==> config.mk <==
export PLATFORM = sky130hd
export DESIGN_NAME = sct_ram
export DESIGN_NICKNAME = d
export VERILOG_FILES = /design/src/rtl/sct_ram.sv
export SDC_FILE = /design/constraint.sdc
export NUM_CORES = 1
export LEC_CHECK = 0
export BUFFER_PORTS_ARGS = -buffer_cell sky130_fd_sc_hd__buf_2
export CAP_MARGIN = 20
export CORE_MARGIN = 2
export CORE_UTILIZATION = 45
export DETAILED_ROUTE_END_ITERATION = 10
export GPL_ROUTABILITY_DRIVEN = 0
export PLACE_DENSITY = 0.67
export SKIP_LAST_GASP = 1
export SYNTH_ARGS = -nofsm -noshare
export SYNTH_HDL_FRONTEND = slang
export SYNTH_SLANG_ARGS = --single-unit
==> constraint.sdc <==
create_clock -name clk -period 1.9 [get_ports clk]
set_input_delay 0.38 -clock clk [delete_from_list [all_inputs] [get_ports clk]]
set_output_delay 0.38 -clock clk [all_outputs]
set_load 0.02 [all_outputs]
==> src/rtl/sct_ram.sv <==
// Generic simple dual-port RAM: one write port, one read port with a
// registered read. No dependencies.
`default_nettype none

module sct_ram #(
	parameter int unsigned WIDTH = 8,
	parameter int unsigned DEPTH = 16
) (
	input  wire                                   clk,
	input  wire                                   we,
	input  wire [(DEPTH > 1 ? $clog2(DEPTH) : 1)-1:0] waddr,
	input  wire [WIDTH-1:0]                       wdata,
	input  wire                                   re,
	input  wire [(DEPTH > 1 ? $clog2(DEPTH) : 1)-1:0] raddr,
	output logic [WIDTH-1:0]                      rdata
);

	logic [WIDTH-1:0] mem_q [DEPTH];

	always_ff @(posedge clk) begin
		if (we) begin
			mem_q[waddr] <= wdata;
		end
		if (re) begin
			rdata <= mem_q[raddr];
		end
	end

endmodule

`default_nettype wire

## Word-level counts from Yosys, hierarchy flattened

Memory sizes are Yosys's and may differ from the RTL's. A register that Yosys moved wholly into a read port is not among the register bits.
Cells that the tools add are included.

| word-level totals | value |
|---|---|
| bits in registers | 0 |
| bits in latches | 0 |
| RAM bits | 128 |
| ROM bits | 0 |
| output and inout port bits | 8 |
| word-level logic and storage cells | 3 |
| memories | 1 |

Memories:

| memory | words | bits a word | read ports | clocked after Yosys merged registers in | wr ports | line | text |
|---|---|---|---|---|---|---|---|
| mem_q | 16 | 8 | 1 | 1 | 1 | 18 | `logic [WIDTH-1:0] mem_q [DEPTH];` |

| cells by class | value |
|---|---|
| $add $sub $neg | 0 |
| multipliers | 0 |
| div/mod/pow operators | 0 |
| $lt $le $gt $ge | 0 |
| equal/unequal tests | 0 |
| shift-type cells | 0 |
| multiplexer cells | 2 |
| bitwise logic cells | 0 |
| reductions and logical operators | 0 |

Operators by type and width:

| operator | count |
|---|---|
| 1-bit two-way mux | 2 |

## Logic depth before layout (Yosys ltp)

Gate-level depths: netlist of run 1.

| logic depth | value |
|---|---|
| depth in word-level cells | 2 |
| depth in mapped cells | 5 |
| gate-level depth less buffers | 3 |

## Worst setup path before layout of run 1

No wires, ideal clock.

| timing | value |
|---|---|
| path kind | input-to-reg |
| start point | input port waddr[2] (netlist name) |
| end point | memory mem_q[0][0], enable pin |
| library setup time | 0.383 ns |
| data arrival time | 1.490 ns |
| data required time | 1.517 ns |
| path slack | 0.027 ns |
| stages on the path | 2 |
| cell sequence | or3b_2 nor3_1 |

RTL lines:

| what | line | text |
|---|---|---|
| start: declaration | 11 | `input wire [(DEPTH > 1 ? $clog2(DEPTH) : 1)-1:0] waddr,` |
| end: declaration | 18 |  |

Straight into the memory's write port.

==> qor.yml, run 1 <==
drtAntennaViolNets: 0
yosysWarnings: 0
rows: 39
ys_types: 18
switching_power_mw: 1.32
cts-resized-gates: 0
area_delta_synth_final_pct: 21.2
drv_slew: 0
required_ps: 2060
powerDensity_nw_per_um2: 1150
grt_pass1_wl_um: 15200
cts-root-buf: "clkbuf_16"
maxSlewHeadroom: 0.758
fin_crit_sh: 0.807
port_buffers: 26
synthFlopType: "edfxtp_1"
fmax_mhz: 652
synth_top_area_share: 0.781
drtIter0Drc: 187
core_um2: 11400
nNetsFinal: 312
antenna_found_initial: 0
grt_max_degree: 22
cts_tree: "built"
internal_power_mw: 5.96
grt_pass1_vias: 2589
synth_nets: 248
crit_fanout: 1
remaining_drc_errors: 0
cp_slowest_cell: "mux4_1"
first_pass_iters: 4
die_w_um: 112
clock_skew_ps: 6.52
avgSynthCellArea_um2: 22.8
setup_violations: 0
holdWs_ps: 350
min_period_ps: 1530
ys_seq_area_frac: 0.781
synthTopCellsByCount: "edfxtp_1 (136), mux4_2 (18), a22oi_1 (16)"
synth.area.top_cells: "edfxtp_1 (78%), mux4_2 (7.8%), mux4_1 (7.0%), a22oi_1 (2.3%), nor2_1 (0.93%)"
post_cts.repair.setup_buffers: 0
post-place-ws_ps: -57.2
vias_per_cell: 5.57
place_hpwl_um: 6480
die-area_um2: 12500
switching_share: 0.181
maxCapViolations: 0
pin_count: 27
yosysMostFrequentCell: "edfxtp_1"
hold_class: "in2reg"
critPathLaunchType: "flip-flop"
gr-usage-all-layers: 0.171
cp_top_family: "multiplexers"
fin_tns_setup_ps: 0
synth_area_um2: 5230
cts_buffers: 17
grt_setup_unrepaired: "no"
worst_pin_slew_ps: 363
start_util: 0.460
cp_cell_sequence: "mux4_1, a22oi_1, nand2_1"
clkPwrFrac: 0.487
antennaDiodeCount: 0
overflow: 0
ir_drop_mv: 0.571
synth_area_leader_cell: "edfxtp_1"
htreeDepth: 4
clock_latency_ps: 410
vias: 2502
pwr-share-seq: 0.467
synthCells: 229
cp.arrival_ps: 1690
synth_edf_count: 136
setup_slack_ps: 366
synth_async_sr_flop_share: 0
drive_above_1_share: 0.324
leakagePower_nw: 2.18
wirelength_um: 9880
cts.sinks: 136
status: "completed"
crit_buf_inv: 0
max_stage_delay_ps: 520
die_y_um: 112
clk_pin_slew_ps: 50
worstSetupEndpointType: "flip-flop"
cts_buffer_depth: 2
hold_viol_final: 0
avgRoutedWirePerCell_um: 22.0
hold_buffers: 0
ys_ff_latch: 136
nFillCells: 837
combPwrFrac: 0.046
crit_type: "reg2reg"
## stage by stage
stage / instance area (um^2) / utilization / total power [mW] / instances
after floorplan: 5230 / - / 3.65 / 229
after global placement: 5690 / 0.501 / 3.79 / 417
after detailed placement: 5690 / 0.501 / 3.80 / 417
after CTS: 6330 / 0.557 / 7.33 / 449
after global routing: 6330 / 0.557 / 7.49 / 449
final: 6330 / 0.557 / 7.28 / 449
## routing by layer
metal | track usage | part of all wire | up-vias
li1 | - | - | 1111
met3 | 0.0452 | 0.070 | 16
met2 | 0.258 | 0.48 | 98
met1 | 0.236 | 0.43 | 1277
met5 | 0 | 0 | -
met4 | 0.0790 | 0.019 | 0
## final timing paths
| path | startpoint | slack [ps] | end | cells past startpoint |
|---|---|---|---|---|
| max | mem_q[1][2]$_DFFE_PP_ | 370 | rdata[2]$_DFFE_PP_ | 3 |
| min | re | 350 | rdata[2]$_DFFE_PP_ | 1 |
| max reg2reg | mem_q[1][2]$_DFFE_PP_ | 370 | rdata[2]$_DFFE_PP_ | 3 |
| min reg2reg | mem_q[15][5]$_DFFE_PP_ | 760 | rdata[5]$_DFFE_PP_ | 3 |
## cell usage in the layout (no fill, tap or decap), types with 3 or more instances in the layout
cell	instances
clkbuf_1	4
edfxtp_1	136
a22oi_1	16
mux4_2	18
nor3_1	4
buf_4	27
bufinv_16	6
nor2_1	13
mux4_1	14
nand2_1	9
buf_2	26
clkinv_1	3
clkbuf_16	17
## layout make-up
cell class                 count  area, um^2  area share
sequential                   136        4080       0.645
multi-input combinational     83        1060       0.167
clock buffer                  21         440      0.0695
timing repair buffer          55         373      0.0589
clock inverter                11         201      0.0318
tap                          143         179      0.0282
## sequential cells by signal (all words and copies together) (netlist names)
register	count
rdata	8
mem_q	128
## power by group through the flow
stage	Clock (mW)	Sequential (mW)	Combinational [mW]
finish	3.55	3.40	0.335
global route	3.72	3.40	0.363
CTS	3.59	3.40	0.338
detailed placement	0	3.46	0.338
global placement	0	3.46	0.331
floorplan	0	3.47	0.171
## logic make-up after synthesis
kind of cell | share of synthesized area
flip-flops | 0.781
AO/OA/AOI/OAI | 0.0230
multiplexers | 0.148
buffers and inverters | 0.0165
AND/OR/NAND/NOR | 0.0314
Power figures use the tool's default switching activity.
==> inputs of run 2 (changes only) <==
Settings changed: ABC_AREA set to 1, PLACE_DENSITY 0.67 to 0.64.
Clock period 1.9 ns to 1.5 ns, I/O delays scaled along.
==> run 2 against run 1 <==
Net effect:
- cell area increased by 9.2%
- hold slack got worse by 100 ps
- utilization shrank 1.1 points
- wire length increased by 33%
- setup slack got worse by 230 ps
- sequential share of layout area shrank 5.5 points
- die area grew 11%
- critical path depth fell by 2
- via count is 56% higher
- count of clock-buffer cells in the layout shrank 3
- critical endpoint is now rdata[3]
- highest routed layer unchanged
==> qor.yml, run 2 <==
drive_above_1_share: 0.139  # -0.185
start_util: 0.461  # +0.00166
worst_pin_slew_ps: 617  # +254 ps
fmax_mhz: 734
critPathLaunchType: "flip-flop"
pin_count: 27  # unchanged
avgRoutedWirePerCell_um: 16.7  # -24%
top_register: "mem_q"
clk_pin_slew_ps: 60  # about the same
internal_power_mw: 7.38  # +24%
cp_cell_sequence: "buf_2"
top_regs: "mem_q: 128 flops, rdata: 8 flops"
overflow: 0  # unchanged
area_delta_synth_final_pct: 18.4
synth_area_um2: 5850  # +12%
post_cts.repair.setup_buffers: 0  # unchanged
layout_commonest_cell: "nand2_1"
grt_max_degree: 33  # +50%
antennaDiodeCount: 0  # unchanged
cts_buffers: 17  # unchanged
leakagePower_nw: 3.00  # +37%
drtIter0Drc: 373  # +99%
cts_buffer_depth: 2  # unchanged
largest_register_ffs: 128  # unchanged
ys_seq_area_frac: 0.698  # -0.0828
grtUsageMet2: 0.305  # +0.0467
htreeDepth: 4  # unchanged
first_pass_iters: 4  # unchanged
busiest_layer: "met2"
die-area_um2: 13900  # +11%
ir_drop_mv: 0.692  # +21%
synth_compound_area_frac: 0  # -0.0230
hold_viol_final: 0  # unchanged
synth_top_area_share: 0.698  # -0.0828
antenna_found_initial: 0  # unchanged
setup_violations: 0  # unchanged
synth_area_leader_cell: "edfxtp_1"
hold_buffers: 0  # unchanged
vias_per_cell: 4.98  # -11%
min_period_ps: 1360
utilization: 0.546  # -0.0110
synth_top_family_by_area: "simple AND/OR/NAND/NOR gates"
met1_usage: 0.268  # +0.0319
synth_edf_count: 136  # unchanged
synth_nets: 570  # +130%
switching_power_mw: 1.94  # +48%
cts-root-buf: "clkbuf_16"
cp_top_family: "flip-flops"
core_um2: 12700  # +11%
remaining_drc_errors: 0  # unchanged
synth_xor_xnor_area_share: 0  # unchanged
required_ps: 1200  # -860 ps
status: "completed"
post-place-ws_ps: -37.2  # +20.0 ps
crit_buf_inv: 1  # +1
yosysWarnings: 0  # unchanged
layout_common_cells: "nand2_1 (173), edfxtp_1 (136), inv_1 (100)"
synth_async_sr_flop_share: 0  # unchanged
vias: 3913  # +56%
worstSetupEndpointType: "output pin"
p_total_mw: 9.33  # +28%
combPwrFrac: 0.059  # +0.013
dpl.cell_count: 753  # +81%
switching_share: 0.209  # +0.0277
ys_types: 11  # -7
place_hpwl_um: 8330  # +29%
fin_cells: 785  # +75%
synthFlopType: "edfxtp_1"
multiInputGateArea_um2: 1210  # +15%
clkPwrFrac: 0.478  # -0.009
cts-resized-gates: 0  # unchanged
synth-simple-area-share: 0.208  # +0.176
nNetsFinal: 619  # +98%
clock_latency_ps: 420  # about the same
yosysMostFrequentCell: "nand2_1"
die_w_um: 118  # +5.6%
setup_slack_ps: 137  # -229 ps
wirelength_um: 13100  # +33%
cp.arrival_ps: 1060  # -630 ps
cts_tree: "built"
clock_skew_ps: 6.62  # +0.0992 ps
hold_class: "in2reg"
drv_slew: 0  # unchanged
ys_ff_latch: 136  # unchanged
max_stage_delay_ps: 450  # -70 ps
synthCells: 551  # +140%
grt_pass1_wl_um: 20500  # +35%
cp_slowest_cell: "edfxtp_1"
gr-usage-all-layers: 0.200  # +0.0293
nFillCells: 1071  # +28%
rows: 41  # +5.1%
grt_pass1_vias: 3811  # +47%
grt_setup_unrepaired: "no"
powerDensity_nw_per_um2: 1350  # +17%
seq_area_um2: 4080  # unchanged
use_met3: 0.0538  # +0.00860
cts.sinks: 136  # unchanged
synthMuxAreaShare: 0  # -0.148
die_y_um: 118  # +5.6%
synthAdderAreaFrac: 0  # unchanged
port_buffers: 26  # unchanged
maxCapViolations: 0  # unchanged
pwr-share-seq: 0.463  # -0.004
fin_crit_sh: 0.908
synth.area.top_cells: "edfxtp_1 (70%), nand2_1 (11%), nand3_1 (8.3%), inv_1 (6.4%), buf_6 (1.2%)"
crit_fanout: 1  # unchanged
crit_type: "reg2out"
synthTopCellsByCount: "nand2_1 (173), edfxtp_1 (136), inv_1 (100)"
avgSynthCellArea_um2: 10.6  # -54%
maxSlewHeadroom: 0.588  # -0.170
drtAntennaViolNets: 0  # unchanged
==> run 2: cell count changes in the layout (fill, tap and decap cells not counted), sizes merged, moves of 16 or more <==
| cell | before | now |
|---|---|---|
| a22oi | 16 | 0 |
| inv | 0 | 102 |
| mux4 | 32 | 0 |
| nand2 | 9 | 173 |
| nand3 | 1 | 97 |
==> run 2: final cells by class <==
type | instances | area share
Tap cell | 172 | 0.0311
Clock buffer | 18 | 0.0620
Inverter | 102 | 0.0553
Multi-Input combinational cell | 289 | 0.175
Clock inverter | 14 | 0.0297
Sequential cell | 136 | 0.590
Timing Repair Buffer | 54 | 0.0564
==> run 2: cell families (layout without fill, tap and decap cells) <==
family	Yosys count	in the layout
buffers and inverters	126	188
DFF	136	136
and+or+nand+nor	289	289
==> run 2: final timing paths <==
| path | start | to | slack [ps] | cells after the start |
|---|---|---|---|---|
| worst min-delay path | re | rdata[7]$_DFFE_PP_ | 250 | 1 |
| worst min register to register | mem_q[13][1]$_DFFE_PP_ | rdata[1]$_DFFE_PP_ | 760 | 6 |
| worst max-delay path | rdata[3]$_DFFE_PP_ | rdata[3] | 140 | 1 |
| worst max register to register | mem_q[13][3]$_DFFE_PP_ | rdata[3]$_DFFE_PP_ | 360 | 6 |
==> run 2: per-layer routing <==
layer / routed length (um) / vias up
met5: 0 / -
met4: 264 / 0
met3: 761 / 17
met2: 6130 / 127
met1: 5950 / 1892
li1: - / 1877
==> run 2: through the flow <==
stage	cell area, um^2	setup TNS [ps]	hold slack, ps
3_5_place_dp	6290	-94.7	676
5_1_grt	6920	0	249
2_1_floorplan	5850	0	399
3_3_place_gp	6290	-88.8	669
6_report	6920	0	249
4_1_cts	6920	0	233
==> run 2: power by group through the flow <==
stage | Sequential, mW | Clock (mW) | Combinational, mW
finish | 4.31 | 4.46 | 0.554
global route | 4.32 | 4.64 | 0.614
CTS | 4.31 | 4.51 | 0.557
detailed placement | 4.39 | 0 | 0.554
global placement | 4.39 | 0 | 0.549
floorplan | 4.40 | 0 | 0.300
==> inputs of run 3 (changes only) <==
Settings changed: CORE_MARGIN 2 to unset, SETUP_SLACK_MARGIN set to 0.15.
==> run 3 against run 2 <==
Net effect:
- critical endpoint is now rdata[4]
- largest cell class unchanged
- combinational power is 3% higher
- utilization is 0.18 points higher
- first-iteration DRC count decreased by 12%
- sequential share of layout area about the same
- highest routed layer unchanged
- setup slack better by 32 ps
- count of clock-buffer cells in the layout down 1
==> qor.yml, run 3 (synthesis results as in run 2) <==
status: "completed"
hold_class: "in2reg"
cp_cell_sequence: "buf_6"
leakagePower_nw: 2.99  # -0.12%
rr_startpoint: "mem_q[9][7]$_DFFE_PP_"
max_stage_delay_ps: 450  # about the same
powerDensity_nw_per_um2: 1300  # -3.7%
cp_top_family: "flip-flops"
cp.depth: 1  # unchanged
antennaDiodeCount: 0  # unchanged
fin_crit_sh: 0.887  # -0.0215
start_util: 0.463  # +0.00188
cts.sinks: 136  # unchanged
overflow: 0  # unchanged
vias: 3884  # -0.74%
critPathLaunchType: "flip-flop"
hold_buffers: 0  # unchanged
nFillCells: 1068  # -0.28%
use_met3: 0.0497  # -0.00409
r2r-end: "rdata[7]$_DFFE_PP_"
reg2reg_depth: 6  # unchanged
drv_slew: 0  # unchanged
clk_pin_slew_ps: 60  # about the same
area_delta_synth_final_pct: 18.3  # about the same
cts_buffer_depth: 2  # unchanged
crit_buf_inv: 1  # unchanged
grt_pass1_wl_um: 20400  # -0.40%
layout_commonest_cell: "nand2_1"
min_period_ps: 1330  # -32.2 ps
rows: 41  # unchanged
worst_pin_slew_ps: 625  # +8.11 ps
fin_cells: 786  # +0.13%
place_hpwl_um: 8430  # +1.3%
die_y_um: 116  # -1.7%
layout_common_cells: "nand2_1 (173), edfxtp_1 (136), inv_1 (100)"
grtUsageMet2: 0.343  # +0.0380
endpoint: "rdata[4]"
cp.arrival_ps: 1030  # -30 ps
cp_slowest_cell: "edfxtp_1"
grt_setup_unrepaired: "yes"
gr-usage-all-layers: 0.217  # +0.0169
top_regs: "mem_q: 128 flops, rdata: 8 flops"
grt_pass1_vias: 3819  # +0.21%
maxCapViolations: 0  # unchanged
fin_tns_setup_ps: 0  # unchanged
vias_per_cell: 4.94  # -0.87%
maxSlewHeadroom: 0.583  # -0.00541
ir_drop_mv: 0.774  # +12%
port_buffers: 26  # unchanged
die-area_um2: 13500  # -3.4%
largest_register_ffs: 128  # unchanged
met1_usage: 0.275  # +0.00739
core_um2: 12600  # -0.40%
htreeDepth: 4  # unchanged
dpl.cell_count: 754  # +0.13%
remaining_drc_errors: 0  # unchanged
cts-root-buf: "clkbuf_16"
critPathLaunch: "rdata[4]$_DFFE_PP_"
cts_buffers: 17  # unchanged
p_total_mw: 8.97  # -3.8%
clock_skew_ps: 5.73  # -0.889 ps
cts_tree: "built"
utilization: 0.548  # +0.00182
r2r_slack_ps: 380  # +20 ps
fmax_mhz: 752  # +2.4%
pin_count: 27  # unchanged
nNetsFinal: 620  # +0.16%
required_ps: 1200  # about the same
busiest_layer: "met2"
clock_latency_ps: 420  # about the same
drtIter0Drc: 329  # -12%
top_register: "mem_q"
crit_fanout: 1  # unchanged
crit_type: "reg2out"
wirelength_um: 13200  # +0.40%
drtAntennaViolNets: 0  # unchanged
setup_violations: 0  # unchanged
antenna_found_initial: 0  # unchanged
first_pass_iters: 5  # +1
worstSetupEndpointType: "output pin"
hold_viol_final: 0  # unchanged
drive_above_1_share: 0.142  # +0.00303
die_w_um: 116  # -1.7%
grt_max_degree: 33  # unchanged
avgRoutedWirePerCell_um: 16.7  # +0.28%
[run 3: changes by cell type in the layout (fill, tap and decap cells not counted)]
cell        delta
buf_2          -4
buf_6          +4
clkinv_2       +3
bufinv_16      -2
clkinv_4       -2
buf_12         +1
clkbuf_1       -1
clkinvlp_4     +1
inv_6          +1
[run 3: repair_timing]
action,4_1_cts,5_1_grt
setup buffers,0,0
resized for setup,0,8
hold endpoints to repair,0,0
endpoints found under the setup margin,0,4
[run 3: area by class of cell]
cell class	count	area, um^2	area share
Clock buffer	17	425	0.0615
Timing Repair Buffer	55	435	0.0630
Tap cell	172	215	0.0311
Clock inverter	15	159	0.0230
Sequential cell	136	4080	0.591
Multi-Input combinational cell	289	1210	0.176
Inverter	102	383	0.0554
[run 3: worst min path at each step]
stage                  start               endpoint  slack [ps]  depth (start not counted)
finish                    re     rdata[0]$_DFFE_PP_         260                          1
detailed placement        re     rdata[7]$_DFFE_PP_         690                          1
global placement          re     rdata[7]$_DFFE_PP_         680                          1
global route              re     rdata[0]$_DFFE_PP_         250                          1
CTS                       re     rdata[0]$_DFFE_PP_         250                          1
floorplan           wdata[0]  mem_q[0][0]$_DFFE_PP_         400                          0
[run 3: per-layer routing]
metal	share of wire	up-vias
li1	-	1877
met1	0.42	1839
met2	0.48	136
met3	0.061	32
met4	0.030	0
met5	0	-
[run 3: where the power goes]
part           leakage, nW  switching [mW]  internal (mW)
Combinational         1.47           0.386          0.186
Clock                0.283            1.50           2.58
Sequential            1.24          0.0330           4.28
[run 3: through the flow]
step / hold slack [ps] / instance area, um^2 / setup slack, ps
after floorplan: 399 / 5850 / 249
after detailed placement: 693 / 6310 / -39.0
after global routing: 248 / 6920 / 140
final: 262 / 6920 / 169
after CTS: 250 / 6890 / 150
after global placement: 685 / 6310 / -37.9
