[src/rtl/sct_pkg.sv]
// Package for the sparse chunked tile store: word types, register indexes,
// controller states and the control and status structs between modules.
// No dependencies.
`default_nettype none

package sct_pkg;

	// Configuration register indexes
	localparam int unsigned CFG_INDEX_W = 2;
	localparam int unsigned CFG_DATA_W  = 7;

	localparam logic [CFG_INDEX_W-1:0] REG_CHUNK_SHIFT = 2'd0;
	localparam logic [CFG_INDEX_W-1:0] REG_CHUNKS_X    = 2'd1;
	localparam logic [CFG_INDEX_W-1:0] REG_CHUNKS_Y    = 2'd2;
	localparam logic [CFG_INDEX_W-1:0] REG_CHUNKS_Z    = 2'd3;

	localparam logic [2:0] RST_CHUNK_SHIFT = 3'd4;
	localparam logic [6:0] RST_CHUNKS      = 7'd4;

	// Opcodes and status codes
	localparam logic OP_READ    = 1'b0;
	localparam logic OP_WRITE   = 1'b1;
	localparam logic STATUS_OK  = 1'b0;
	localparam logic STATUS_OOR = 1'b1;

	// Tile values that count as empty
	localparam logic [7:0] EMPTY_A = 8'd1;
	localparam logic [7:0] EMPTY_B = 8'd3;
	localparam logic [7:0] EMPTY_C = 8'd4;

	typedef struct packed {
		logic        opcode;
		logic [15:0] tile_x;
		logic [15:0] tile_y;
		logic [5:0]  tile_z;
		logic [7:0]  new_value;
	} req_word_t;

	typedef struct packed {
		logic [7:0] tile_value;
		logic       is_empty;
		logic       status;
	} rsp_word_t;

	typedef enum logic [2:0] {
		ST_CLEAR,
		ST_IDLE,
		ST_SPLIT,
		ST_SLOT,
		ST_LOOKUP,
		ST_UPDATE,
		ST_REPLY
	} state_t;

	typedef struct packed {
		logic clearing;
		logic req_ready;
		logic cap_item;
		logic cap_split;
		logic cap_slot;
		logic lookup;
		logic update;
		logic load_out;
	} ctrl_t;

	typedef struct packed {
		logic req_valid;
		logic out_busy;
		logic clear_last;
		logic range_ok;
	} stat_t;

	function automatic logic empty_flag(input logic [7:0] v);
		return (v == EMPTY_A) || (v == EMPTY_B) || (v == EMPTY_C);
	endfunction

endpackage

`default_nettype wire

[src/rtl/sct_ctrl.sv]
// Sequencer for the tile store: clearing pass after reset, then one item at
// a time through split, slot, lookup, update (in range only) and reply. Depends on sct_pkg.
`default_nettype none

module sct_ctrl
	import sct_pkg::*;
(
	input  wire        clk,
	input  wire        arst_n,
	input  wire stat_t stat,
	output ctrl_t      ctrl
);

	state_t state_q, state_d;

	always_ff @(posedge clk or negedge arst_n) begin
		if (!arst_n) begin
			state_q <= ST_CLEAR;
		end else begin
			state_q <= state_d;
		end
	end

	always_comb begin
		state_d = state_q;
		unique case (state_q)
			ST_CLEAR:  if (stat.clear_last) state_d = ST_IDLE;
			ST_IDLE:   if (stat.req_valid) state_d = ST_SPLIT;
			ST_SPLIT:  state_d = ST_SLOT;
			ST_SLOT:   state_d = ST_LOOKUP;
			ST_LOOKUP: state_d = stat.range_ok ? ST_UPDATE : ST_REPLY;
			ST_UPDATE: state_d = ST_REPLY;
			ST_REPLY:  if (!stat.out_busy) state_d = ST_IDLE;
			default:   state_d = ST_CLEAR;
		endcase
	end

	always_comb begin
		ctrl = '0;
		unique case (state_q)
			ST_CLEAR:  ctrl.clearing = 1'b1;
			ST_IDLE: begin
				ctrl.req_ready = 1'b1;
				ctrl.cap_item  = stat.req_valid;
			end
			ST_SPLIT:  ctrl.cap_split = 1'b1;
			ST_SLOT:   ctrl.cap_slot = 1'b1;
			ST_LOOKUP: ctrl.lookup = 1'b1;
			ST_UPDATE: ctrl.update = 1'b1;
			ST_REPLY:  ctrl.load_out = !stat.out_busy;
			default:   ctrl = '0;
		endcase
	end

endmodule

`default_nettype wire

[config.mk]
export PLATFORM = sky130hd
export DESIGN_NAME = sct_ctrl
export DESIGN_NICKNAME = d
export VERILOG_FILES = /design/src/rtl/sct_pkg.sv /design/src/rtl/sct_ctrl.sv
export SDC_FILE = /design/constraint.sdc
export NUM_CORES = 1
export LEC_CHECK = 0
export BUFFER_PORTS_ARGS = -buffer_cell sky130_fd_sc_hd__buf_2
export CORE_AREA = 4 4 41 43
export CTS_CLUSTER_DIAMETER = 80
export DETAILED_ROUTE_END_ITERATION = 10
export DIE_AREA = 0 0 45 47
export HOLD_SLACK_MARGIN = 0.12
export PLACE_DENSITY = 0.5
export SETUP_SLACK_MARGIN = 0.5
export SLEW_MARGIN = 15
export SYNTH_ARGS = -nofsm -noshare
export SYNTH_HDL_FRONTEND = slang
export SYNTH_SLANG_ARGS = --single-unit
[constraint.sdc]
create_clock -name clk -period 1.18 [get_ports clk]
set_input_delay 0.236 -clock clk [delete_from_list [all_inputs] [get_ports clk]]
set_output_delay 0.236 -clock clk [all_outputs]
set_load 0.01 [all_outputs]
# After elaboration in Yosys (flattened, before gate mapping)
# Cells that the tools add are included.
# Widths: inputs -> output; s select.
dict set report word_totals {
  register_bits 3
  in_bits 6
  output_inout_bits 8
  wordCells 25
}
dict set report classes {
  n_eq_ne 9
  muxes 12
  n_reduce_logical 3
}
# op count
set ops {}
lappend ops {{$pmux 3 s7} 1}
lappend ops {{$eq 3x3->1 const B} 3}
lappend ops {{$mux 3} 3}
lappend ops {{$eq 3x2->1 const B} 2}
lappend ops {{$mux 1} 6}
lappend ops {{$ne 2x2->1 const B} 3}
lappend ops {{$mux 2} 2}
lappend ops {{$eq 3x1->1 const B} 1}
lappend ops {{$logic_not 3->1} 1}
lappend ops {{$reduce_and 3->1} 1}
lappend ops {{$logic_not 1->1} 1}

# Longest topological paths before layout
# Gate-level depths: netlist of the first run.
dict set report logic_depth {
  depth_word 3
  depth_mapped 4
}

# Least setup slack after synthesis of the first run
# Ideal clock, no wire load.
dict set report synth_timing {
  path_kind {reg2out}
  start {register state_q[1]}
  end {output port ctrl[5] (netlist bit)}
  t_arrival_ns 1.024
  path_slack_ns -0.080
  stages_incl_launch_ff 4
  n_path_buf 1
  path_cell_list {dfrtp_1 -> buf_4 -> nor3b_2 -> and2_1}
}
# item line
set synth_rtl {}
lappend synth_rtl {{start: declaration} sct_ctrl.sv:14} ;# state_t state_q, state_d;
lappend synth_rtl {{start signal: assignment} sct_ctrl.sv:20} ;# state_q <= state_d;
lappend synth_rtl {{end: declaration} sct_ctrl.sv:11} ;# output ctrl_t ctrl

==> metrics.md, run 1 <==
| Metric | Value |
|---|---|
| Status | `finished, violations left` |
| Failing checks | `setup timing` |
| Clock skew | `0.00474 ns` |
| Placed Cells | `59` |
| Routability cong. | `around 0.69` |
| Worst endpoint required time | `0.94 ns` |
| Initial antenna violation count | `0` |
| Final worst path period share | `118%` |
| Crit path kind | `reg -> out` |
| Final Non-Filler Cells | `70` |
| Mapped Area | `241 sq um` |
| DIE WIDTH | `45 um` |
| Critical Path AT | `1.16 ns` |
| Mapped Cells | `28` |
| DRT Wirelength | `between 700 and 800 um` |
| PortBufs | `13` |
| Worst R2R End | `state_q[0]$_DFFE_PN0P_` |
| Yosys top cell area share | `31.1%` |
| VDD IR max | `0.969 mV` |
| Maxcap violations | `0` |
| YS warnings | `0` |
| Worst hold path class | `in -> reg` |
| DP Wirelength | `around 510 um` |
| Largest Register | `state_q` |
| Worst hold margin | `between 0.3 and 0.4 ns` |
| Initial DRC count | `0` |
| Biggest registers after layout | `state_q x3` |
| Critical Path End | `ctrl[3]` |
| DRC violation count after routing | `0` |
| Worst Setup Slack, final | `-0.214 ns` |
| Global Route Usage Sum | `8.32%` |
| H-tree lvl count | `1` |
| Diode count | `0` |
| Number of fill cells | `129` |
| Fmax | `0.717 GHz` |
| Post-route cell area | `about 550 sq um` |
| CORE AREA | `1300 sq um` |
| R2R setup slack | `-0.08 ns` |
| Clock transition at the registers of the reported paths | `0.04 ns` |
| Total CTS buffers | `3` |
| Area Overhead vs Synth | `126%` |
| Crit start category | `flip-flop` |
| CTS sink count | `3` |
| Synth area leader | `dfrtp_1` |
| Gr ovfl total | `0` |
| Syn avg cell area | `roughly 8.6 sq um` |
| Vias | `302` |
| Min cycle time layout | `1.39 ns` |
| Max reg flops | `3` |
| Avg Vias per Cell | `roughly 4.3` |
| First-pass GRT wire length | `~1200 um` |
| Worst-path maximum fanout | `5` |
| Reg2reg start | `state_q[1]$_DFFE_PN0P_` |
| Post-DP Area | `377 sq um` |
| Critical path endpoint category | `primary output` |
| Hold_sp | `stat[3]` |
| DIE AREA | `2120 sq um` |
| Worst-margin pin slew | `0.210 ns` |
| Unrepaired setup endpoints after global routing | `yes` |
| Final Hold Fails | `0` |
| Clock Path Buffers | `2` |
| Pwr Total | `1.46 mW` |
| PD cells | `2670 nW/um^2` |
| Leak | `0.277 nW` |
| Critical path launch point | `state_q[1]$_DFFE_PN0P_` |
| Routed len/inst | `10.7 um` |
| Final setup vio count | `10` |
| Share of cells above drive strength 1 | `78.2%` |
| CTS tree | `built` |
| Starting Density | `a little under a fifth` |
| Die Y | `47 um` |
| #FFs+latches synth | `3` |
| Nets | `slightly above 60` |
| Syn nets | `34` |
| DRT antenna net count | `0` |
| Pre-antenna DRT Iters | `1` |
| Fin. max-slew vios | `0` |
| Largest net degree at the start of global routing | `7` |
| Register-to-Register Path Depth | `5` |
| Root buf cell | `clkbuf_4` |
| Num ports | `14` |
| Row cnt | `13` |
| Slew headroom | `86.0%` |
| Vias in the first global route | `273` |
| Sequential cell area fraction in the yosys report | `31.1%` |
| Largest cells by area after synthesis | `dfrtp_1 (31%), nor3b_1 (9.3%), nand2b_1 (7.8%)` |
| Clock Latency Late Sink | `0.24 ns` |
| Distinct cells, synth | `15` |
[power by group]
part | switching, mW | internal (mW) | leakage (nW)
registers | 0.0793 | 0.161 | 0.0346
logic | 0.396 | 0.639 | 0.227
clock network | 0.0554 | 0.127 | 0.0150
[timing repair]
item | in CTS | in global routing
endpoints found under the setup margin | 11 | 11
endpoints found under the hold margin | 3 | 0
setup buffers | 6 | 0
gates resized for setup | 15 | 3
pin swaps | 6 | 4
hold buffers | 1 | 0
[placed cells by master, fill, tap and decap left out]
master	instances
o22ai_1	2
a311oi_2	1
nor3_2	1
nor2b_1	1
inv_1	2
and2_4	1
dfrtp_1	1
buf_4	7
nor3_4	1
nor2b_4	1
buf_2	10
nor3b_4	1
and3b_2	2
dlygate4sd3_1	1
clkbuf_4	3
clkbuf_1	1
nand2b_1	1
buf_6	8
nor3b_2	3
nand2b_4	2
dfrtp_2	2
a21o_1	2
o21ai_0	1
[per-stage QoR]
step	TNS, ns	utilization, %	worst slack, ns
2_1_floorplan	-0.0236	-	-0.0236
3_3_place_gp	-0.212	28.9	-0.121
3_5_place_dp	-0.217	28.9	-0.113
4_1_cts	-1.66	40.6	-0.236
5_1_grt	-2.01	41.9	-0.258
6_report	-1.53	41.9	-0.214
[area by class of cell]
cell class	count	area (sq um)	share of cell area (%)
multi-input combinational	20	213	39.0
timing repair buffer	26	203	37.2
sequential	3	77.6	14.2
clock buffer	4	26.3	4.82
tap	15	18.8	3.44
inverter	2	7.51	1.38
[Yosys cell counts]
| cell | n |
|---|---|
| dfrtp_1 | 3 |
| nand2b_1 | 3 |
| nor3b_1 | 3 |
| a21o_1 | 2 |
| and3b_1 | 2 |
| buf_2 | 2 |
| inv_1 | 2 |
| nor2b_1 | 2 |
| nor3_1 | 2 |
| o22ai_1 | 2 |
| a311oi_1 | 1 |
| and2_1 | 1 |
| buf_4 | 1 |
| nor3b_2 | 1 |
| o21ai_0 | 1 |
[routing by layer]
metal  up-vias  GRT usage (%)  routed length [um]
met2        14           13.6                 345
met3         4           1.15                  63
met4         0           10.5                  30
met1       133           8.26                 306
met5         -              0                   0
li1        151              -                   -
[worst max-delay path: stages (launching register included)]
cell and delay (ns):
dfrtp_2 0.44, buf_4 0.15, and3b_2 0.21, buf_6 0.12
[logic make-up after synthesis]
group	share of synthesized area [%]
AND/OR/NAND/NOR	41.5
AO/OA/AOI/OAI	17.1
flip-flops	31.1
buffers and inverters	10.4
[worst min path at each step]
stage                              to  slack, ns  cells after the start
2_1_floorplan  state_q[0]$_DFFE_PN0P_      -0.06                      0
3_3_place_gp   state_q[2]$_DFFE_PN0P_       0.03                      1
3_5_place_dp   state_q[1]$_DFFE_PN0P_       0.03                      1
4_1_cts        state_q[1]$_DFFE_PN0P_       0.31                      2
5_1_grt        state_q[0]$_DFFE_PN0P_       0.33                      3
6_report       state_q[0]$_DFFE_PN0P_       0.31                      3
(Power assumes the default switching activity.)
==> run 2, diff against run 1 <==
- ABC_AREA: default -> 1
- PLACE_DENSITY: 0.5 -> 0.51
- clock period: 1.18 -> 1.2 ns (I/O delays scaled with it)
==> run 2 against run 1 <==
The flow still finishes with violations (setup timing); total power decreased by 1.2%; hold slack improved by 0.019 ns; via count increased by 8.9%; clock-buffer cell count unchanged; clock skew decreased by 0.0044 ns; wire length increased by 10%; critical path type unchanged; critical endpoint is now ctrl[0]; largest cell class unchanged.
==> metrics.md, run 2 <==
| Metric | Value |
|---|---|
| Status | `finished, violations left` |
| Failing checks | `setup timing` |
| Vias in the first global route | `341 (+25%)` |
| Reg2reg start | `state_q[1]$_DFFE_PN0P_` |
| Sequential cell area fraction in the yosys report | `31.1% (unchanged)` |
| DP Wirelength | `517 um (+1.9%)` |
| Worst Setup Slack, final | `-0.167 ns (+0.0474 ns)` |
| Worst endpoint required time | `0.96 ns (+0.02 ns)` |
| DIE WIDTH | `45 um (unchanged)` |
| Syn nets | `42 (+24%)` |
| Biggest registers after layout | `state_q x3` |
| Maxcap violations | `0 (unchanged)` |
| Leak | `0.276 nW (-0.22%)` |
| Worst-margin pin slew | `0.225 ns (+0.0148 ns)` |
| CTS tree | `built` |
| Worst R2R End | `state_q[0]$_DFFE_PN0P_` |
| Die Y | `47 um (unchanged)` |
| Clock skew | `0.000299 ns (-0.00444 ns)` |
| Worst-path maximum fanout | `4 (-1)` |
| Avg Vias per Cell | `4.27 (-0.96%)` |
| Initial antenna violation count | `0 (unchanged)` |
| Number of synthesized flops with an enable pin | `0 (unchanged)` |
| Number of fill cells | `148 (+15%)` |
| Pre-antenna DRT Iters | `4 (+3)` |
| Row cnt | `13 (unchanged)` |
| CTS sink count | `3 (unchanged)` |
| Final worst path period share | `114%` |
| Routability cong. | `0.802 (+16%)` |
| Yosys top cell area share | `31.1% (unchanged)` |
| Most frequent cells in the layout | `buf_2 (11), buf_4 (6), buf_6 (5)` |
| P_int | `0.778 mW (-16%)` |
| Diode count | `0 (unchanged)` |
| Switching share of power | `46.0% (+9.6 points)` |
| Crit path kind | `reg -> out` |
| Comb power frac | `66.8% (-4.2 points)` |
| YS warnings | `0 (unchanged)` |
| Unrepaired setup endpoints after global routing | `yes` |
| First-pass GRT wire length | `1350 um (+15%)` |
| Worst hold path class | `in -> async` |
| Critical path endpoint category | `primary output` |
| Largest cells by area after synthesis | `dfrtp_1 (31%), nand3_1 (8.3%), nand3_2 (8.3%)` |
| P_sw | `0.662 mW (+25%)` |
| Synth area leader | `dfrtp_1` |
| Global Route Usage Sum | `8.93% (+0.61 points)` |
| Main flop type after synthesis | `dfrtp_1` |
| DRC violation count after routing | `0 (unchanged)` |
| Slew headroom | `85.0% (-0.99 points)` |
| DRT Wirelength | `823 um (+10%)` |
| Seq pwr share | `20.6% (+4.1 points)` |
| Final Hold Fails | `0 (unchanged)` |
| Clock Latency Late Sink | `0.23 ns (about the same)` |
| Initial DRC count | `5 (+5)` |
| Setup_tns | `-0.906 ns (+0.628 ns)` |
| Fin util | `39.5% (-2.4 points)` |
| Routed len/inst | `10.7 um (+0.29%)` |
| Share of cells above drive strength 1 | `72.6% (-5.6 points)` |
| Max reg flops | `3 (unchanged)` |
| Min cycle time layout | `1.37 ns` |
| Final setup vio count | `8 (-2)` |
| DIE AREA | `2120 sq um (unchanged)` |
| PD cells | `2800 nW/um^2 (+4.8%)` |
| Total CTS buffers | `3 (unchanged)` |
| Worst hold margin | `0.330 ns (+0.0189 ns)` |
| DRT antenna net count | `0 (unchanged)` |
| Power share of the clock group | `12.5% (about the same)` |
| #FFs+latches synth | `3 (unchanged)` |
| Root buf cell | `clkbuf_4` |
| Area Overhead vs Synth | `113%` |
| Nets | `69 (+11%)` |
| Largest net degree at the start of global routing | `8 (+1)` |
| Register-to-Register Path Depth | `6 (+1)` |
| Post-place setup slack | `0.0436 ns (+0.157 ns)` |
| Gr ovfl total | `0 (unchanged)` |
| VDD IR max | `0.724 mV (-25%)` |
| Syn avg cell area | `6.71 sq um (-22%)` |
| Clock transition at the registers of the reported paths | `0.04 ns (about the same)` |
| Vias | `329 (+8.9%)` |
| CORE AREA | `1300 sq um (unchanged)` |
| Fmax | `~0.73 GHz` |
| Starting Density | `18.6% (unchanged)` |
| Largest Register | `state_q` |
| Fin. max-slew vios | `0 (unchanged)` |
| Crit start category | `flip-flop` |
| Mapped Cells | `36 (+29%)` |
| Commonest non-fill, non-tap cell in the layout | `buf_2` |
| Distinct cells, synth | `17 (+2)` |
| Mapped Area | `241 sq um (unchanged)` |
| H-tree lvl count | `1 (unchanged)` |
| PortBufs | `13 (unchanged)` |
| Clock Path Buffers | `2 (unchanged)` |
| Critical Path AT | `1.13 ns (-0.03 ns)` |
| Num ports | `14 (unchanged)` |
| Synth top cells by count | `inv_1 (5), nor2_1 (5), nand2_1 (4), nand3_1 (4)` |
| R2R setup slack | `0.01 ns (+0.09 ns)` |
| Async SR Flop Fraction | `100% (unchanged)` |
==> run 2: repair_timing <==
| item | in CTS | in global routing |
|---|---|---|
| hold buffers | 1 | 0 |
| endpoints found under the hold margin | 3 | 0 |
| resized for setup | 12 | 4 |
| buffers inserted | 7 | 0 |
| pin swaps | 5 | 4 |
| gates cloned | 0 | 0 |
| setup endpoints to repair | 11 | 11 |
==> run 2: worst max-delay path by stage <==
stage	startpoint	endpoint	slack (ns)	cells after the start
final	state_q[2]$_DFFE_PN0P_	ctrl[0]	-0.17	3
after global routing	state_q[2]$_DFFE_PN0P_	ctrl[0]	-0.20	3
after CTS	state_q[2]$_DFFE_PN0P_	ctrl[0]	-0.15	3
after detailed placement	state_q[0]$_DFFE_PN0P_	ctrl[0]	0.04	2
after global placement	state_q[2]$_DFFE_PN0P_	ctrl[5]	0.06	4
after floorplan	state_q[2]$_DFFE_PN0P_	ctrl[5]	0.15	3
==> run 2: cell type report <==
| cell class | instances | area [sq um] | share of cell area (%) |
|---|---|---|---|
| Inverter | 9 | 42.5 | 8.27 |
| Multi-Input combinational cell | 23 | 181 | 35.3 |
| Timing Repair Buffer | 23 | 166 | 32.4 |
| Sequential cell | 3 | 78.8 | 15.3 |
| Tap cell | 15 | 18.8 | 3.65 |
| Clock buffer | 4 | 26.3 | 5.11 |
==> run 2: cells by family (layout without fill, tap and decap cells) <==
family | Yosys count | in the layout | synth area share [%]
simple gates | 20 | 20 | 43.0
buf+inv | 10 | 36 | 18.7
compound gates | 3 | 3 | 7.25
flops | 3 | 3 | 31.1
==> run 2: worst max-delay path, cell delays in order, from the launching register on <==
cell     delay, ns
dfrtp_2       0.41
inv_4         0.07
nor4_4        0.25
buf_2         0.16
==> run 2: through the flow <==
stage                     total power, mW  std cells  cell area [sq um]
final                                1.44         77                514
after global placement              0.890         65                364
after floorplan                     0.702         36                277
after CTS                            1.37         77                497
after global routing                 1.55         77                514
after detailed placement            0.885         65                364
==> run 2: layer usage <==
layer,global-route usage [%],up-vias,wire (um)
li1,-,164,-
met1,8.41,151,306
met2,16.4,10,453
met3,1.15,4,32
met4,8.77,0,31
met5,0,-,0
==> run 2: power groups by stage <==
stage	Clock [mW]	Combinational, mW	Sequential [mW]
2_1_floorplan	0	0.491	0.211
3_3_place_gp	0	0.632	0.258
3_5_place_dp	0	0.623	0.261
4_1_cts	0.182	0.908	0.275
5_1_grt	0.193	1.05	0.301
6_report	0.180	0.963	0.297
==> run 3, diff against run 2 <==
- CORE_AREA: 4 4 41 43 -> 2 2 39 41
- DIE_AREA: 0 0 45 47 -> 0 0 41 43
==> run 3 against run 2 <==
The run still ends with setup timing left; clock skew grew 0.0019 ns; first-iteration DRC count shrank 100%; clock power decreased by 3%.
==> metrics.md, run 3 (synthesis results as in run 2) <==
| Metric | Value |
|---|---|
| Failing checks | `setup timing` |
| Post-place setup slack | `0.0187 ns (-0.0249 ns)` |
| Nets | `66 (-4.3%)` |
| Starting Density | `17.5% (-1.1 points)` |
| Crit start category | `flip-flop` |
| Root buf cell | `clkbuf_4` |
| Post-route cell area | `464 sq um (-9.7%)` |
| Initial antenna violation count | `0 (unchanged)` |
| Routed len/inst | `9.08 um (-15%)` |
| Post-DP Area | `365 sq um (+0.34%)` |
| Worst hold margin | `0.327 ns (-0.00335 ns)` |
| Min cycle time layout | `1.36 ns (-0.00895 ns)` |
| Worst endpoint required time | `0.96 ns (about the same)` |
| Avg Vias per Cell | `4.17 (-2.3%)` |
| Placed Cells | `66 (+1.5%)` |
| Final Hold Fails | `0 (unchanged)` |
| Setup_tns | `-0.925 ns (-0.0189 ns)` |
| Largest Register | `state_q` |
| Final setup vio count | `8 (unchanged)` |
| Initial DRC count | `0 (-5)` |
| Fin util | `33.5% (-6.0 points)` |
| Status | `finished, violations left` |
| Final Non-Filler Cells | `75 (-2.6%)` |
| Worst-margin pin slew | `0.234 ns (+0.00907 ns)` |
| CTS tree | `built` |
| DIE AREA | `1760 sq um (-17%)` |
| Comb power frac | `62.1% (-4.7 points)` |
| Pre-antenna DRT Iters | `1 (-3)` |
| Area Overhead vs Synth | `92.2%` |
| Num ports | `14 (unchanged)` |
| Worst-path maximum fanout | `5 (+1)` |
| Biggest registers after layout | `state_q x3` |
| Maxcap violations | `0 (unchanged)` |
| Vias in the first global route | `313 (-8.2%)` |
| DRT antenna net count | `0 (unchanged)` |
| Final worst path period share | `113% (-0.75 points)` |
| Crit path kind | `reg -> out` |
| Unrepaired setup endpoints after global routing | `yes` |
| H-tree lvl count | `1 (unchanged)` |
| Slew headroom | `84.4% (-0.60 points)` |
| DRC violation count after routing | `0 (unchanged)` |
| CTS sink count | `3 (unchanged)` |
| Fin. max-slew vios | `0 (unchanged)` |
| Row cnt | `14 (+1)` |
| PD cells | `2680 nW/um^2 (-4.4%)` |
| VDD IR max | `1.32 mV (+82%)` |
| CORE AREA | `1380 sq um (+6.3%)` |
| DP Wirelength | `507 um (-2.0%)` |
| Switching share of power | `46.4% (+0.41 points)` |
| DRT Wirelength | `681 um (-17%)` |
| Total CTS buffers | `3 (unchanged)` |
| Critical Path AT | `1.12 ns (about the same)` |
| P_sw | `0.577 mW (-13%)` |
| First-pass GRT wire length | `1100 um (-18%)` |
| Die Y | `43 um (-8.5%)` |
| Fmax | `0.736 GHz (+0.66%)` |
| Pwr Total | `1.24 mW (-14%)` |
| Power share of the clock group | `14.1% (+1.6 points)` |
| Vias | `313 (-4.9%)` |
| Global Route Usage Sum | `9.65% (+0.72 points)` |
| PortBufs | `13 (unchanged)` |
| Max reg flops | `3 (unchanged)` |
| P_int | `0.666 mW (-14%)` |
| Clock Path Buffers | `2 (unchanged)` |
| DIE WIDTH | `41 um (-8.9%)` |
| Worst Setup Slack, final | `-0.158 ns (+0.00895 ns)` |
| Worst hold path class | `in -> async` |
| Largest net degree at the start of global routing | `9 (+1)` |
| Seq pwr share | `23.8% (+3.2 points)` |
| Critical path endpoint category | `primary output` |
| Clock Latency Late Sink | `0.23 ns (about the same)` |
| Clock transition at the registers of the reported paths | `0.04 ns (about the same)` |
| Share of cells above drive strength 1 | `71.2% (-1.4 points)` |
| Gr ovfl total | `0 (unchanged)` |
| Most frequent cells in the layout | `buf_2 (12), nand3_2 (4), buf_4 (4)` |
| Routability cong. | `0.769 (-4.1%)` |
| Diode count | `0 (unchanged)` |
| Commonest non-fill, non-tap cell in the layout | `buf_2` |
| Leak | `0.254 nW (-7.9%)` |
| Clock skew | `0.00221 ns (+0.00191 ns)` |
==> run 3: cell types whose count changed in the layout (fill, tap and decap cells not counted), moves of 2 or more <==
cell / before / now
buf_4: 6 / 4
nand2_2: 1 / 3
nand3_4: 2 / 0
nand3_2: 1 / 4
buf_6: 5 / 3
==> run 3: per-layer routing <==
layer	global-route usage (%)	up-vias	part of all wire, %
li1	-	158	-
met1	10.0	139	38
met2	13.1	12	53
met3	2.62	4	5.7
met4	12.0	0	2.8
met5	0	-	0
==> run 3: timing repair <==
| item | CTS | global route |
|---|---|---|
| gates resized for setup | 4 | 7 |
| pin swaps | 4 | 2 |
| setup buffers | 3 | 1 |
| endpoints found under the setup margin | 11 | 11 |
| hold buffers | 1 | 0 |
| hold endpoints to repair | 3 | 0 |
==> run 3: worst max-delay path: stages, from the launching register on <==
cell     delay (ns)
dfrtp_2        0.42
inv_4          0.07
nor4_4         0.24
buf_2          0.16
==> run 3: final timing paths <==
path                                        start                endpoint  slack (ns)  cells after the start
max reg2reg                state_q[2]$_DFFE_PN0P_  state_q[0]$_DFFE_PN0P_        0.11                      5
max                        state_q[2]$_DFFE_PN0P_                 ctrl[0]       -0.16                      3
min                                        arst_n  state_q[1]$_DFFE_PN0P_        0.33                      2
min reg2reg                state_q[2]$_DFFE_PN0P_  state_q[2]$_DFFE_PN0P_        0.65                      2
min in group clk                          stat[0]  state_q[0]$_DFFE_PN0P_        0.34                      3
max in group asynchronous                  arst_n  state_q[2]$_DFFE_PN0P_        0.75                      2
==> run 3: cell type report <==
type	count	area, sq um
multi-input cells	23	164
repair buffers	20	134
clock buffers	4	26.3
well taps	16	20.0
flip-flops and latches	3	78.8
inverters	9	41.3
fillers	155	920
==> run 3: power groups by stage <==
stage	Combinational (mW)	Sequential (mW)	Clock [mW]
CTS	0.714	0.270	0.186
global placement	0.618	0.272	0
detailed placement	0.620	0.267	0
finish	0.772	0.295	0.175
global route	0.865	0.308	0.192
floorplan	0.491	0.211	0
